`config.mk`:
```
export PLATFORM = sky130hd
export DESIGN_NAME = uart_frame_ack_responder
export DESIGN_NICKNAME = d
export VERILOG_FILES = /design/src/sv/ufar_pkg.sv /design/src/sv/uart_frame_ack_responder.sv
export SDC_FILE = /design/constraint.sdc
export NUM_CORES = 1
export LEC_CHECK = 0
export BUFFER_PORTS_ARGS = -buffer_cell sky130_fd_sc_hd__buf_2
export CAP_MARGIN = 15
export CELL_PAD_IN_SITES_DETAIL_PLACEMENT = 2
export CELL_PAD_IN_SITES_GLOBAL_PLACEMENT = 2
export CORE_ASPECT_RATIO = 0.7
export CORE_UTILIZATION = 36
export DETAILED_ROUTE_END_ITERATION = 8
export GPL_TIMING_DRIVEN = 0
export HOLD_SLACK_MARGIN = 0.02
export PLACE_DENSITY_LB_ADDON = 0.1
export SYNTH_ARGS = -nofsm -noshare
export SYNTH_HDL_FRONTEND = slang
export SYNTH_SLANG_ARGS = --single-unit
```
`constraint.sdc`:
```
create_clock -name clk -period 3.13 [get_ports clk]
set_clock_uncertainty 0.05 [all_clocks]
set_input_delay 0.626 -clock clk [delete_from_list [all_inputs] [get_ports clk]]
set_output_delay 0.626 -clock clk [all_outputs]
set_load 0.01 [all_outputs]
```
`src/sv/ufar_pkg.sv`:
```
// Shared constants, phase codes and CRC helpers for the frame acknowledgement responder.
`timescale 1ns / 1ps

package ufar_pkg;

  // Receive parser phases
  localparam logic [3:0] PH_HUNT0   = 4'd0;
  localparam logic [3:0] PH_HUNT1   = 4'd1;
  localparam logic [3:0] PH_CODE_LO = 4'd2;
  localparam logic [3:0] PH_CODE_HI = 4'd3;
  localparam logic [3:0] PH_LEN_LO  = 4'd4;
  localparam logic [3:0] PH_LEN_HI  = 4'd5;
  localparam logic [3:0] PH_PAYLOAD = 4'd6;
  localparam logic [3:0] PH_CRC_LO  = 4'd7;
  localparam logic [3:0] PH_CRC_HI  = 4'd8;
  localparam logic [3:0] PH_FOOTER  = 4'd9;

  // Configuration register indexes
  localparam logic [1:0] REG_CODE_FIRST  = 2'd0;
  localparam logic [1:0] REG_CODE_SECOND = 2'd1;
  localparam logic [1:0] REG_STATUS      = 2'd2;

  // Frame framing bytes
  localparam logic [7:0] RX_HDR0    = 8'h90;
  localparam logic [7:0] RX_HDR1    = 8'h40;
  localparam logic [7:0] FOOTER     = 8'hFF;
  localparam logic [7:0] ACK_HDR0   = 8'h81;
  localparam logic [7:0] ACK_HDR1   = 8'hAB;
  localparam logic [7:0] ACK_LEN_LO = 8'h01;
  localparam logic [7:0] ACK_LEN_HI = 8'h00;

  localparam logic [15:0] CRC_INIT    = 16'hFFFF;
  localparam logic [15:0] CRC_POLY    = 16'hA001;
  localparam logic [15:0] ACK_FLAG    = 16'h8000;
  localparam logic [15:0] CODE1_RESET = 16'h0120;
  localparam logic [15:0] CODE2_RESET = 16'h0122;

  // Byte positions within the acknowledgement
  localparam logic [3:0] ACK_IDX_FIRST = 4'd0;
  localparam logic [3:0] ACK_IDX_LAST  = 4'd9;

  // Pending acknowledgement record
  typedef struct packed {
    logic [15:0] code;
    logic [7:0]  status;
  } ack_rec_t;

  // CRC-16/MODBUS update by one byte (reflected)
  function automatic logic [15:0] crc16_byte(input logic [15:0] crc, input logic [7:0] b);
    logic [15:0] c;
    c = crc ^ {8'h00, b};
    for (int k = 0; k < 8; k++) begin
      c = c[0] ? ((c >> 1) ^ CRC_POLY) : (c >> 1);
    end
    return c;
  endfunction

  // Acknowledgement byte at a given position
  function automatic logic [7:0] ack_byte(input logic [3:0] idx, input logic [15:0] code,
                                          input logic [7:0] status, input logic [15:0] crc);
    logic [7:0] r;
    case (idx)
      4'd0:    r = ACK_HDR0;
      4'd1:    r = ACK_HDR1;
      4'd2:    r = code[7:0];
      4'd3:    r = code[15:8];
      4'd4:    r = ACK_LEN_LO;
      4'd5:    r = ACK_LEN_HI;
      4'd6:    r = status;
      4'd7:    r = crc[7:0];
      4'd8:    r = crc[15:8];
      default: r = FOOTER;
    endcase
    return r;
  endfunction

endpackage

```
`src/sv/uart_frame_ack_responder.sv`:
```
// Frame parser with CRC-16/MODBUS check and acknowledgement frame generator.
`timescale 1ns / 1ps

// Channel  Dir  Group                     Contents
// in_      in   tvalid/tready/tdata[7:0]  received byte
// out_     out  tvalid/tready/tdata/tlast ack byte, tlast on the tenth byte
// cfg_     in   valid/ready/index/data    code first, code second, status
//
// One received word is parsed per cycle; the CRC step and phase update are one register stage.
// An ack is sent as 10 words at one per cycle from a registered serialiser; one ack may wait
// in a holding slot, and input stalls only while that slot is full.
// Reset (rst_n low, synchronous) returns the parser to header hunt and restores config defaults.
// Output stalls hold the current word; cfg_ready is always high.

module uart_frame_ack_responder
  import ufar_pkg::*;
(
  input  logic        clk,
  input  logic        rst_n,
  input  logic        in_tvalid,
  output logic        in_tready,
  input  logic [7:0]  in_tdata,   // [7:0] rx_byte
  output logic        out_tvalid,
  input  logic        out_tready,
  output logic [7:0]  out_tdata,  // [7:0] tx_byte
  output logic        out_tlast,
  input  logic        cfg_valid,
  output logic        cfg_ready,
  input  logic [1:0]  cfg_index,
  input  logic [15:0] cfg_data
);

  logic [15:0] code1_r, code2_r;
  logic [7:0]  status_r;

  logic [3:0]  phase_r, phase_nxt;
  logic [15:0] remain_r, remain_nxt;
  logic [15:0] evcode_r, evcode_nxt;
  logic [7:0]  len_lo_r, len_lo_nxt;
  logic [15:0] rcrc_r, rcrc_nxt;
  logic [15:0] rxcrc_r, rxcrc_nxt;

  logic        pend_valid_r, pend_valid_nxt;
  ack_rec_t    pend_r, pend_nxt;

  logic        oval_r, oval_nxt;
  logic [7:0]  obyte_r, obyte_nxt;
  logic        olast_r, olast_nxt;
  logic [3:0]  idx_r, idx_nxt;
  ack_rec_t    ser_r, ser_nxt;
  logic [15:0] acrc_r, acrc_nxt;

  logic        in_acc, ack_trig, ser_load;
  logic [7:0]  b;
  logic [15:0] crc_step, remain_dec;

  assign in_tready  = !pend_valid_r;
  assign in_acc     = in_tvalid && in_tready;
  assign cfg_ready  = 1'b1;
  assign out_tvalid = oval_r;
  assign out_tdata  = obyte_r;
  assign out_tlast  = olast_r;
  assign b          = in_tdata;
  assign crc_step   = crc16_byte(rcrc_r, b);
  assign remain_dec = (remain_r != 16'd0) ? remain_r - 16'd1 : 16'd0;

  // Config registers
  always_ff @(posedge clk) begin
    if (!rst_n) begin
      code1_r  <= CODE1_RESET;
      code2_r  <= CODE2_RESET;
      status_r <= 8'h00;
    end else if (cfg_valid && cfg_ready) begin
      case (cfg_index)
        REG_CODE_FIRST:  code1_r  <= cfg_data;
        REG_CODE_SECOND: code2_r  <= cfg_data;
        REG_STATUS:      status_r <= cfg_data[7:0];
        default: ;
      endcase
    end
  end

  // Receive parser
  always_comb begin
    phase_nxt  = phase_r;
    remain_nxt = remain_r;
    evcode_nxt = evcode_r;
    len_lo_nxt = len_lo_r;
    rcrc_nxt   = rcrc_r;
    rxcrc_nxt  = rxcrc_r;
    ack_trig   = 1'b0;
    if (in_acc) begin
      case (phase_r)
        PH_HUNT1: begin
          if (b == RX_HDR1) begin
            rcrc_nxt  = CRC_INIT;
            phase_nxt = PH_CODE_LO;
          end else begin
            phase_nxt = (b == RX_HDR0) ? PH_HUNT1 : PH_HUNT0;
          end
        end
        PH_CODE_LO: begin
          rcrc_nxt   = crc_step;
          evcode_nxt = {8'h00, b};
          phase_nxt  = PH_CODE_HI;
        end
        PH_CODE_HI: begin
          rcrc_nxt   = crc_step;
          evcode_nxt = {b, evcode_r[7:0]};
          phase_nxt  = PH_LEN_LO;
        end
        PH_LEN_LO: begin
          rcrc_nxt   = crc_step;
          len_lo_nxt = b;
          phase_nxt  = PH_LEN_HI;
        end
        PH_LEN_HI: begin
          rcrc_nxt   = crc_step;
          remain_nxt = {b, len_lo_r};
          phase_nxt  = ({b, len_lo_r} != 16'd0) ? PH_PAYLOAD : PH_CRC_LO;
        end
        PH_PAYLOAD: begin
          rcrc_nxt   = crc_step;
          remain_nxt = remain_dec;
          if (remain_dec == 16'd0) phase_nxt = PH_CRC_LO;
        end
        PH_CRC_LO: begin
          rxcrc_nxt = {8'h00, b};
          phase_nxt = PH_CRC_HI;
        end
        PH_CRC_HI: begin
          rxcrc_nxt = {b, rxcrc_r[7:0]};
          phase_nxt = PH_FOOTER;
        end
        PH_FOOTER: begin
          if (b == FOOTER) begin
            ack_trig  = (rxcrc_r == rcrc_r) && (evcode_r == code1_r || evcode_r == code2_r);
            phase_nxt = PH_HUNT0;
          end else begin
            phase_nxt = (b == RX_HDR0) ? PH_HUNT1 : PH_HUNT0;
          end
        end
        default: begin
          // hunting the first header byte, and unused phase codes
          phase_nxt = (b == RX_HDR0) ? PH_HUNT1 : PH_HUNT0;
        end
      endcase
    end
  end

  // Holding slot and ack serialiser
  always_comb begin
    ser_load       = pend_valid_r && (!oval_r || (out_tready && olast_r));
    pend_valid_nxt = pend_valid_r;
    pend_nxt       = pend_r;
    oval_nxt       = oval_r;
    obyte_nxt      = obyte_r;
    olast_nxt      = olast_r;
    idx_nxt        = idx_r;
    ser_nxt        = ser_r;
    acrc_nxt       = acrc_r;
    if (ack_trig) begin
      pend_valid_nxt = 1'b1;
      pend_nxt.code   = evcode_r | ACK_FLAG;
      pend_nxt.status = status_r;
    end else if (ser_load) begin
      pend_valid_nxt = 1'b0;
    end
    if (ser_load) begin
      oval_nxt  = 1'b1;
      idx_nxt   = ACK_IDX_FIRST;
      ser_nxt   = pend_r;
      acrc_nxt  = CRC_INIT;
      obyte_nxt = ACK_HDR0;
      olast_nxt = 1'b0;
    end else if (oval_r && out_tready) begin
      if (olast_r) begin
        oval_nxt  = 1'b0;
        olast_nxt = 1'b0;
      end else begin
        idx_nxt   = idx_r + 4'd1;
        obyte_nxt = ack_byte(idx_nxt, ser_r.code, ser_r.status, acrc_r);
        olast_nxt = (idx_nxt == ACK_IDX_LAST);
        // CRC runs over code, length and status words as they are loaded
        if (idx_nxt inside {[4'd2:4'd6]}) acrc_nxt = crc16_byte(acrc_r, obyte_nxt);
      end
    end
  end

  // Control registers
  always_ff @(posedge clk) begin
    if (!rst_n) begin
      phase_r      <= PH_HUNT0;
      remain_r     <= 16'd0;
      evcode_r     <= 16'd0;
      rcrc_r       <= CRC_INIT;
      rxcrc_r      <= 16'd0;
      pend_valid_r <= 1'b0;
      oval_r       <= 1'b0;
      olast_r      <= 1'b0;
    end else begin
      phase_r      <= phase_nxt;
      remain_r     <= remain_nxt;
      evcode_r     <= evcode_nxt;
      rcrc_r       <= rcrc_nxt;
      rxcrc_r      <= rxcrc_nxt;
      pend_valid_r <= pend_valid_nxt;
      oval_r       <= oval_nxt;
      olast_r      <= olast_nxt;
    end
  end

  // Payload registers
  always_ff @(posedge clk) begin
    len_lo_r <= len_lo_nxt;
    pend_r   <= pend_nxt;
    obyte_r  <= obyte_nxt;
    idx_r    <= idx_nxt;
    ser_r    <= ser_nxt;
    acrc_r   <= acrc_nxt;
  end

  // Checks
  a_trig_fills_slot: assert property (@(posedge clk) disable iff (!rst_n)
    ack_trig |=> pend_valid_r)
    else $error("ack trigger did not reach holding slot");

  a_ack_stays_valid: assert property (@(posedge clk) disable iff (!rst_n)
    (oval_r && out_tready && !olast_r) |=> oval_r)
    else $error("ack frame broken off before last word");

  a_ack_ends: assert property (@(posedge clk) disable iff (!rst_n)
    (oval_r && out_tready && olast_r && !pend_valid_r) |=> !oval_r)
    else $error("output still valid after last ack word");

  a_ack_starts: assert property (@(posedge clk) disable iff (!rst_n)
    $rose(oval_r) |-> (obyte_r == ACK_HDR0 && !olast_r))
    else $error("ack frame did not start with its header");

  a_phase_range: assert property (@(posedge clk) disable iff (!rst_n)
    phase_r <= PH_FOOTER)
    else $error("parser phase out of range");

endmodule
```
==> results.toml <==
[yosys]
synth_cell_types = 75
synth_warnings = 0
synth_most_common_cell = "nand2_1"
yosysTopAreaCell = "dfxtp_1"
seq_area_frac_synth_pct = 47.55
synth_common_cells = "166 x nand2_1, 139 x dfxtp_1, 55 x clkbuf_1"
syn_nets = 1021
synthTopCellsByArea = "dfxtp_1 30%, edfxtp_1 18%, nand2_1 6.7%, xnor2_1 4.6%, xor2_1 4.2%"
synth_area_mm2 = 0.009261
synth_cells = 985
yosys_most_used_dff = "dfxtp_1"
syn_area_per_cell_um2 = 9.402
synth_top_area_share_pct = 30.05
async_flop_share_pct = 0
synth-seq-cells = 193
synth_edf_count = 54

[status]
status = "finished, violations left"
violations = "negative setup slack"

[finish]
nNetsFinal = 1132
n_antenna_cell = 0
layout-drive-gt1-share_pct = 18.30
area_delta_synth_final_pct = 21.48
final_area_mm2 = 0.01125
finish.utilization_pct = 45.14

[timing]
fmax_ghz = 0.2896
worst_slack_ps = -322.7
finalCriticalPeriod_ps = 3453
rsz0062_at_grt = "yes"
fin_crit_sh_pct = 110.3
relSlewSlack_pct = 30.81
slew_violations = 0
final_hold_viol_count = 0
tightest_slew_ps = 1029
setup_violations = 5

[cts]
clockBufferDepth = 2
root_buffer = "clkbuf_16"
clk_latency_ps = 460
clkTransAtPathRegs_ps = 80
numClockSinks = 193
cts.htree.levels = 4
cts_tree = "built"
cts_buffers = 17

[global_routing]
grt_pass1_wl_um = 51270
grt_max_degree = 33
grt_pass1_vias = 8335
overflow = 0
grt_usage_pct = 25.77
grt_antenna_before_repair = 0

[route]
ant_nets = 0
drt-initial-drc-count = 539
drt_first_pass_iters = 5
dr_total_vias = 7933
drc = 0
wl_um = 34310
post_drt_wl_per_cell_um = 23.92
viasPerCell = 5.532

[worst_setup_path]
cp_data_required_time_ps = 3470
critPathLaunch = "idx_r[0]"
critical_path_class = "flip-flop to flip-flop"
cp_max_fo = 5
cp.arrival_ps = 3800
timing.rr.start = "idx_r[0]"
worstSetupEndpointType = "flip-flop"
cp-start-kind = "flip-flop"

[placement]
place_area_mm2 = 0.009902
globalplace.congestion = 0.8378
hpwlAfterDp_um = 22060
port_buffers = 40

[power_and_ir_drop]
pwr_density_cell_mw_per_mm2 = 453.6
seq_power_share_pct = 51.1
switching_power_w = 0.001368
p_leak_nw = 4.281
worst_ir_drop_vdd_mv = 0.4362
swShare_pct = 26.81
clock_power_share_pct = 42.7
combinationalPowerShare_pct = 6.2
p_int_w = 0.003735

[floorplan]
die-area_mm2 = 0.02638
fp.dieW_um = 193.7
coreArea_mm2 = 0.02492
start_util_pct = 37.16
placementRows = 48
die_h_um = 136.2
pin_count = 43

[hold_path]
hp-start = "in_tdata[1]"
min_path_type = "primary input to flip-flop"

[job]
drv_cap = 0
-- routing by layer --
layer	track usage [%]	wire length (um)
met1	35.41	16450
met2	41.36	15800
met3	4.713	1342
met4	7.644	711
met5	0	0
-- worst paths after layout --
kind	end	slack (ps)	cells after the start
min	len_lo_r[1]	310	1
min reg2reg	ser_r[9]	370	0
max	acrc_r[14]	-320	13
max reg2reg	acrc_r[14]	-320	13
-- kinds of logic (layout without fill, tap and decap cells) --
kind of cell	Yosys count	after routing	share of synthesized area, %
compound gates	204	204	15.25
xor+xnor	97	97	9.646
fa+ha+maj	5	5	0.6755
buf+inv	75	199	3.445
flops	193	193	47.55
mux	27	27	2.918
other cells	1	1	0.04049
simple gates	383	383	20.47
-- stage by stage --
stage | hold WS (ps) | instances | power [W] | setup WS, ps | TNS, ps
3_5_place_dp | 355.7 | 1351 | 0.002981 | -935.9 | -17980
6_report | 314.1 | 1434 | 0.005103 | -322.7 | -1136
5_1_grt | 303.4 | 1434 | 0.005256 | -422.9 | -1588
3_3_place_gp | 351.1 | 1350 | 0.002970 | -836.8 | -27410
2_1_floorplan | 350.3 | 985 | 0.002854 | -93.12 | -93.12
4_1_cts | 302.1 | 1420 | 0.005112 | -120.6 | -395.8
-- state kept, by name, summed over array words and instances (netlist names) --
name	flops
evcode_r	16
pend_valid_r	1
rcrc_r	16
ser_r	23
remain_r	16
phase_r	4
out_tdata	8
pend_r	23
idx_r	4
acrc_r	16
code1_r	16
rxcrc_r	16
status_r	8
out_tlast	1
out_tvalid	1
len_lo_r	8
code2_r	16
-- placed cells by master (no fill, tap or decap), types with 6 or more instances in the layout --
| cell type | Yosys | layout |
|---|---|---|
| nor3_1 | 18 | 17 |
| xnor2_1 | 49 | 46 |
| o211ai_1 | 13 | 13 |
| o21ai_1 | 7 | 8 |
| xor2_1 | 44 | 40 |
| nor4_1 | 22 | 19 |
| nand4_1 | 14 | 14 |
| a22oi_1 | 13 | 9 |
| dfxtp_1 | 139 | 136 |
| edfxtp_1 | 54 | 54 |
| nor2b_1 | 31 | 29 |
| nand2_1 | 166 | 165 |
| clkbuf_1 | 55 | 48 |
| a21boi_0 | 46 | 46 |
| buf_4 | 3 | 51 |
| a21oi_1 | 33 | 32 |
| and2_1 | 12 | 11 |
| nand3_1 | 34 | 32 |
| o211a_1 | 8 | 8 |
| mux2i_1 | 27 | 24 |
| nor2_1 | 36 | 36 |
| nand3b_1 | 10 | 10 |
| buf_2 | 3 | 41 |
| clkbuf_16 | 0 | 17 |
| o22ai_1 | 7 | 6 |
| nand2b_1 | 7 | 7 |
| o21ai_0 | 42 | 41 |
| inv_1 | 9 | 7 |
-- area by class of cell --
class	count	area (um^2)
Buffer	65	339.1
Clock buffer	17	425.4
Clock inverter	15	123.9
Fill cell	2657	13670
Inverter	9	37.54
Multi-Input combinational cell	717	4871
Sequential cell	193	4413
Tap cell	325	406.6
Timing Repair Buffer	93	634.4
-- timing repair --
item,CTS,global route
hold buffers,0,0
gates resized for setup,51,33
endpoints found under the setup margin,27,27
pin swaps,20,21
setup buffers,37,15
-- power by group through the flow --
stage | clock network (W) | logic, W | registers (W)
floorplan | 0 | 0.000199 | 0.00266
global placement | 0 | 0.000304 | 0.00267
finish | 0.00218 | 0.000318 | 0.00261
global route | 0.00230 | 0.000347 | 0.00261
detailed placement | 0 | 0.000313 | 0.00267
CTS | 0.00219 | 0.000317 | 0.00261
-- critical path: stages, from the launching register on --
cell and delay (ps):
dfxtp_4 400, buf_8 130, clkinvlp_4 130, ha_4 230
buf_4 140, a22oi_2 260, nand2_1 110, o211ai_1 150
o221ai_2 190, a2111oi_4 410, xor3_1 430, xnor3_2 280
or3b_1 390, nand3_1 90
Power figures use the tool's default switching activity.
